===== config.mk =====
export PLATFORM = sky130hd
export DESIGN_NAME = length_prefixed_command_deframer_unit
export DESIGN_NICKNAME = d
export VERILOG_FILES = /design/src/hw/rtl/lpcd_pkg.sv /design/src/hw/rtl/lpcd_parser.sv /design/src/hw/rtl/lpcd_outbuf.sv /design/src/hw/rtl/length_prefixed_command_deframer_unit.sv
export SDC_FILE = /design/constraint.sdc
export NUM_CORES = 1
export LEC_CHECK = 0
export BUFFER_PORTS_ARGS = -buffer_cell sky130_fd_sc_hd__buf_2
export CAP_MARGIN = 0
export CORE_MARGIN = 2
export CORE_UTILIZATION = 46
export DETAILED_ROUTE_END_ITERATION = 10
export PLACE_DENSITY = 0.75
export RECOVER_POWER = 100
export SETUP_SLACK_MARGIN = 0.1
export SKIP_CTS_REPAIR_TIMING = 1
export SYNTH_ARGS = -nofsm -noshare
export SYNTH_HDL_FRONTEND = slang
export SYNTH_SLANG_ARGS = --single-unit

===== constraint.sdc =====
create_clock -name clk -period 6.85 [get_ports clk]
set_clock_uncertainty 0.15 [all_clocks]
set_input_delay 2.055 -clock clk [delete_from_list [all_inputs] [get_ports clk]]
set_output_delay 2.055 -clock clk [all_outputs]
set_load 0.01 [all_outputs]

===== src/hw/rtl/lpcd_pkg.sv =====
package lpcd_pkg;

  // Byte role codes
  localparam logic [2:0] ROLE_HEADER  = 3'd0;
  localparam logic [2:0] ROLE_NAMELEN = 3'd1;
  localparam logic [2:0] ROLE_PLEN_HI = 3'd2;
  localparam logic [2:0] ROLE_PLEN_LO = 3'd3;
  localparam logic [2:0] ROLE_NAME    = 3'd4;
  localparam logic [2:0] ROLE_PAYLOAD = 3'd5;

  localparam logic [3:0] OPCODE_MAX       = 4'd7;
  localparam logic [3:0] OPCODE_UNDEFINED = 4'd8;
  localparam logic [2:0] TRIGGER_RESET    = 3'd3;

  typedef struct packed {
    logic [2:0] byte_role;
    logic [7:0] data_out;
    logic [3:0] packet_opcode;
    logic       packet_done;
  } lpcd_result_t;

endpackage


===== src/hw/rtl/lpcd_parser.sv =====
module lpcd_parser import lpcd_pkg::*; (
  input  logic         clk,
  input  logic         rst,
  input  logic         beat,
  input  logic [7:0]   data_byte,
  input  logic [2:0]   trigger_opcode,
  output lpcd_result_t result
);

  localparam logic [2:0] PH_HEADER  = 3'd0;
  localparam logic [2:0] PH_NAMELEN = 3'd1;
  localparam logic [2:0] PH_PLEN_HI = 3'd2;
  localparam logic [2:0] PH_PLEN_LO = 3'd3;
  localparam logic [2:0] PH_NAME    = 3'd4;
  localparam logic [2:0] PH_PAYLOAD = 3'd5;

  logic [2:0]  phase, phase_next;
  logic [3:0]  cur_opcode, cur_opcode_next;
  logic [7:0]  name_left, name_left_next;
  logic [15:0] pay_left, pay_left_next;
  logic [7:0]  len_hi, len_hi_next;

  logic        is_trig;
  logic [15:0] pay_full;
  logic [7:0]  name_dec;
  logic [15:0] pay_dec;
  logic [3:0]  hdr_opcode;

  assign is_trig  = (cur_opcode == {1'b0, trigger_opcode});
  assign pay_full = {len_hi, data_byte};
  assign name_dec = name_left - 8'd1;
  assign pay_dec  = pay_left - 16'd1;
  assign hdr_opcode = (data_byte[3:0] > OPCODE_MAX) ? OPCODE_UNDEFINED : data_byte[3:0];

  always_comb begin
    phase_next      = phase;
    cur_opcode_next = cur_opcode;
    name_left_next  = name_left;
    pay_left_next   = pay_left;
    len_hi_next     = len_hi;
    result.byte_role = ROLE_HEADER;
    result.data_out  = data_byte;
    result.packet_done = 1'b0;
    unique case (phase)
      PH_NAMELEN: begin
        result.byte_role = ROLE_NAMELEN;
        name_left_next   = data_byte;
        if (is_trig) begin
          phase_next = PH_PLEN_HI;
        end else if (data_byte == 8'd0) begin
          phase_next = PH_HEADER;
          result.packet_done = 1'b1;
        end else begin
          phase_next = PH_NAME;
        end
      end
      PH_PLEN_HI: begin
        result.byte_role = ROLE_PLEN_HI;
        len_hi_next = data_byte;
        phase_next  = PH_PLEN_LO;
      end
      PH_PLEN_LO: begin
        result.byte_role = ROLE_PLEN_LO;
        pay_left_next    = pay_full;
        if (name_left != 8'd0) begin
          phase_next = PH_NAME;
        end else if (is_trig && pay_full != 16'd0) begin
          phase_next = PH_PAYLOAD;
        end else begin
          phase_next = PH_HEADER;
          result.packet_done = 1'b1;
        end
      end
      PH_NAME: begin
        result.byte_role = ROLE_NAME;
        name_left_next   = name_dec;
        if (name_dec == 8'd0) begin
          // end of name: payload only if trigger with bytes pending
          if (is_trig && pay_left != 16'd0) begin
            phase_next = PH_PAYLOAD;
          end else begin
            phase_next = PH_HEADER;
            result.packet_done = 1'b1;
          end
        end
      end
      PH_PAYLOAD: begin
        result.byte_role = ROLE_PAYLOAD;
        pay_left_next    = pay_dec;
        if (pay_dec == 16'd0) begin
          phase_next = PH_HEADER;
          result.packet_done = 1'b1;
        end
      end
      default: begin
        // header, and unused codes
        cur_opcode_next = hdr_opcode;
        phase_next      = PH_NAMELEN;
      end
    endcase
    result.packet_opcode = cur_opcode_next;
  end

  always_ff @(posedge clk) begin
    if (rst) begin
      phase      <= PH_HEADER;
      cur_opcode <= 4'd0;
      name_left  <= 8'd0;
      pay_left   <= 16'd0;
      len_hi     <= 8'd0;
    end else if (beat) begin
      phase      <= phase_next;
      cur_opcode <= cur_opcode_next;
      name_left  <= name_left_next;
      pay_left   <= pay_left_next;
      len_hi     <= len_hi_next;
    end
  end

endmodule


===== src/hw/rtl/lpcd_outbuf.sv =====
module lpcd_outbuf import lpcd_pkg::*; (
  input  logic         clk,
  input  logic         rst,
  input  logic         push,
  input  lpcd_result_t push_item,
  output logic         full,
  output logic         out_valid,
  input  logic         out_stall,
  output lpcd_result_t out_item
);

  logic         skid_valid;
  lpcd_result_t skid_item;
  logic         take;

  assign take = out_valid && !out_stall;
  assign full = skid_valid;

  always_ff @(posedge clk) begin
    if (rst) begin
      out_valid  <= 1'b0;
      skid_valid <= 1'b0;
    end else if (take) begin
      if (skid_valid) begin
        skid_valid <= 1'b0;
      end else if (!push) begin
        out_valid <= 1'b0;
      end
    end else if (push) begin
      if (!out_valid) begin
        out_valid <= 1'b1;
      end else begin
        skid_valid <= 1'b1;
      end
    end
  end

  always_ff @(posedge clk) begin
    if (take) begin
      if (skid_valid) begin
        out_item <= skid_item;
      end else if (push) begin
        out_item <= push_item;
      end
    end else if (push) begin
      if (!out_valid) begin
        out_item <= push_item;
      end else begin
        skid_item <= push_item;
      end
    end
  end

endmodule


===== src/hw/rtl/length_prefixed_command_deframer_unit.sv =====
// Command packet deframer: takes one stream byte per beat and returns one
// tagged beat per input byte (role, byte, packet opcode, end-of-packet flag).
// Throughput is one byte per clock while in_stall is low; each result is
// formed combinationally from its byte and the parser state and captured in
// the output buffer. A two-entry output buffer (result register plus skid
// entry) lets input keep flowing while the consumer stalls; in_stall rises
// only once both entries hold unread beats. The trigger_opcode register
// (reset 3) may be written only when no beat is in flight.
module length_prefixed_command_deframer_unit import lpcd_pkg::*; (
  input  logic       clk,
  input  logic       rst,
  // configuration
  input  logic       cfg_wr_en,
  input  logic [2:0] cfg_wr_data,
  // byte input
  input  logic       in_valid,
  output logic       in_stall,
  input  logic [7:0] data_byte,
  // tagged byte output
  output logic       out_valid,
  input  logic       out_stall,
  output logic [2:0] byte_role,
  output logic [7:0] data_out,
  output logic [3:0] packet_opcode,
  output logic       packet_done
);

  logic [2:0]   trigger_opcode;
  logic         beat;
  logic         full;
  lpcd_result_t result;
  lpcd_result_t out_item;

  // trigger opcode register
  always_ff @(posedge clk) begin
    if (rst) begin
      trigger_opcode <= TRIGGER_RESET;
    end else if (cfg_wr_en) begin
      trigger_opcode <= cfg_wr_data;
    end
  end

  assign in_stall = full;
  assign beat     = in_valid && !full;

  // parser: packet state and per-byte tagging
  lpcd_parser u_parser (
    .clk            (clk),
    .rst            (rst),
    .beat           (beat),
    .data_byte      (data_byte),
    .trigger_opcode (trigger_opcode),
    .result         (result)
  );

  // result register with skid entry
  lpcd_outbuf u_outbuf (
    .clk       (clk),
    .rst       (rst),
    .push      (beat),
    .push_item (result),
    .full      (full),
    .out_valid (out_valid),
    .out_stall (out_stall),
    .out_item  (out_item)
  );

  assign byte_role     = out_item.byte_role;
  assign data_out      = out_item.data_out;
  assign packet_opcode = out_item.packet_opcode;
  assign packet_done   = out_item.packet_done;

endmodule


==> results.json <==
{
  "synth_nets": 480,
  "final_cell_mix": "nand2_1, dfxtp_1, nor2_1",
  "netlist_instances": 459,
  "cts_max_level": 3,
  "area_growth_pct": 9.171,
  "grt_pass1_wl_mm": 15.99,
  "ys_top_cells_by_area": "edfxtp_1, dfxtp_1, nand2_1",
  "finalSetupViolCount": 0,
  "seq_area_frac_synth_pct": 46.55,
  "clock_path_buffers": 2,
  "synth-edff-count": 32,
  "initial_core_util_pct": 47.91,
  "ios": 34,
  "dieArea_um2": 9359,
  "grt_max_degree": 45,
  "finalHoldViolCount": 0,
  "min_path_cells": 2,
  "drc": 0,
  "path_class": "in2reg",
  "gp_congestion": 0.8885,
  "synth-seq-cells": 76,
  "cts.sinks": 76,
  "r2r_start": "u_parser.pay_left[0]",
  "finalMaxSlewViolations": 45,
  "hpwl_mm": 6.421,
  "max_stage_delay_ns": 0.61,
  "synth_async_sr_flop_share_pct": 0,
  "crit_slowest_cell": "nor2b_1",
  "clk_pin_slew_worst_paths_ns": 0.09,
  "reg2reg_slack_ns": 3.90,
  "hold_ws_ns": 0.3385,
  "clkLatencyLatePin_ns": 0.36,
  "antenna_cells": 0,
  "die_w_um": 96.74,
  "hold_path_class": "reg2reg",
  "critPathMaxFanout": 18,
  "irDropWorstVdd_mv": 0.09305,
  "fin_crit_sh_pct": 56.68,
  "rsz0062_at_grt": "no",
  "end_kind": "flip-flop",
  "drtAntennaViolNets": 0,
  "die_y_um": 96.74,
  "arrival_ns": 3.89,
  "syn-mean-instance-area_um2": 8.619,
  "grt_pass1_vias": 3213,
  "tightest_slew_ns": 1.977,
  "p_leak_nw": 1.566,
  "cpMostUsedCell": "clkbuf_1",
  "rows": 33,
  "via_per_inst": 6.032,
  "coreArea_um2": 8258,
  "clock.fmax_ghz": 0.2576,
  "antenna_found_initial": 0,
  "r2r_cells": 8,
  "power_density_nw_per_um2": 231.6,
  "drv_cap": 1,
  "syn-cell-area_um2": 3956,
  "first_pass_iters": 5,
  "wirelength_mm": 9.531,
  "cts_root_buf": "clkbuf_8",
  "final_common_cell": "nand2_1",
  "grt_overflow": 0,
  "status": "finished with violations",
  "netlist-cell-type-count": 59,
  "ys_warn_count": 0,
  "drt_iter0_markers": 336,
  "yosys.area.top_type": "edfxtp_1",
  "hold_start": "u_parser.cur_opcode[0]",
  "fillCellCount": 749,
  "r2r-end": "u_parser.phase[2]",
  "drive_gt1_share_pct": 7.231,
  "max-slew-margin-rel_pct": -31.78,
  "start_kind": "primary input",
  "num_vias": 3553,
  "cp_cell_sequence": "clkbuf_1 -> nor2b_1 -> o211ai_1 -> clkbuf_1 -> a21o_1 -> a22oi_1 -> nor2_1",
  "synth_top_area_share_pct": 24.29,
  "grtUsageTotal_pct": 20.73,
  "failed_checks": "max-capacitance violations, max-slew violations",
  "period_needed_ns": 3.882,
  "ys.flop_type": "dfxtp_1",
  "fin_setup_tns_ns": 0,
  "routedWlPerCell_um": 16.18,
  "cts_tree": "yes",
  "hold_path_end": "u_parser.cur_opcode[0]",
  "fin_nets": 500,
  "port_buffers": 33,
  "numCtsBuffers": 9,
  "required_ns": 6.86
}
report_power, final:
part           total, W  internal, W  leakage (nW)  switching [W]
Clock          0.000328     0.000140        0.0911       0.000188
Sequential     0.000515     0.000495         0.665      0.0000200
Combinational  0.000157    0.0000550         0.810       0.000102
cells by family (layout without fill, tap and decap cells):
logic type                 Yosys count  count (layout)  share of synthesized area [%]
AOI/OAI and AO/OA                  114             114                          17.93
buffers and inverters               35              60                          3.511
adders and majority gates            5               5                          1.581
and+or+nand+nor                    211             211                          26.03
muxes                               11              11                          2.846
DFF                                 76              76                          46.55
xor gates and xnor gates             7               7                          1.550
layer usage:
layer	wire, um	track usage (%)
met5	0	0
met4	282	8.776
met3	707	4.552
met2	4300	30.98
met1	4240	29.05
flip-flops by register name, indices dropped and copies added, names as in the netlist:
register	cells
trigger_opcode	3
u_outbuf.full	1
u_outbuf.out_item	16
u_outbuf.out_valid	1
u_outbuf.skid_item	16
u_parser.cur_opcode	4
u_parser.len_hi	8
u_parser.name_left	8
u_parser.pay_left	16
u_parser.phase	3
worst max-delay path by stage:
stage	from	endpoint	cells past startpoint
after floorplan	in_valid	u_outbuf.out_item[0]	4
after global placement	in_valid	u_parser.name_left[3]	6
after detailed placement	in_valid	u_parser.name_left[3]	6
after CTS	in_valid	u_parser.name_left[3]	6
after global routing	in_valid	u_parser.name_left[3]	6
final	in_valid	u_parser.pay_left[10]	7
per-stage QoR:
stage          total power [W]  cell area (um2)  std cells  util, %  setup WS, ns
3_3_place_gp         0.0006784             4170        573    50.50         2.816
3_5_place_dp         0.0006830             4170        573    50.50         2.702
4_1_cts               0.001007             4363        589    52.83         3.090
6_report              0.001000             4319        589    52.30         2.968
2_1_floorplan        0.0006356             3956        459        -         2.945
5_1_grt               0.001047             4319        589    52.30         2.695
worst max-delay path: cells and delay by family:
| kind | cells | cell delay (ns) |
|---|---|---|
| simple gates | 2 | 0.68 |
| compound gates | 3 | 0.63 |
| buf+inv | 2 | 0.52 |
cell usage after synthesis (all sizes together), types with 2 or more instances:
library cell	instances
or3b	2
o41ai	3
edfxtp	32
nand3	6
nand3b	3
nand2	86
o22ai	2
mux2	2
a22oi	4
o31ai	3
nor3b	2
clkbuf	27
nor3	21
xor2	5
nand4b	2
ha	5
o211ai	3
nor2b	7
o21a	3
nor2	43
a211o	4
nand2b	6
clkinv	2
nor4	7
a21oi	37
nand4	4
nor4b	2
or3	6
mux2i	9
o21bai	3
or2	2
a21o	2
a22o	2
or4	5
and3b	2
a31oi	7
inv	5
o21ai	26
a211oi	8
xnor2	2
dfxtp	44
layout make-up:
class / instances / area [um2] / share of cell area [%]
sequential: 76 / 1842 / 42.64
tap: 105 / 131.4 / 3.042
multi-input combinational: 348 / 1976 / 45.74
timing repair buffer: 37 / 151.4 / 3.505
clock buffer: 9 / 123.9 / 2.868
clock inverter: 7 / 68.82 / 1.593
inverter: 7 / 26.28 / 0.6083
Power figures use the tool's default switching activity.
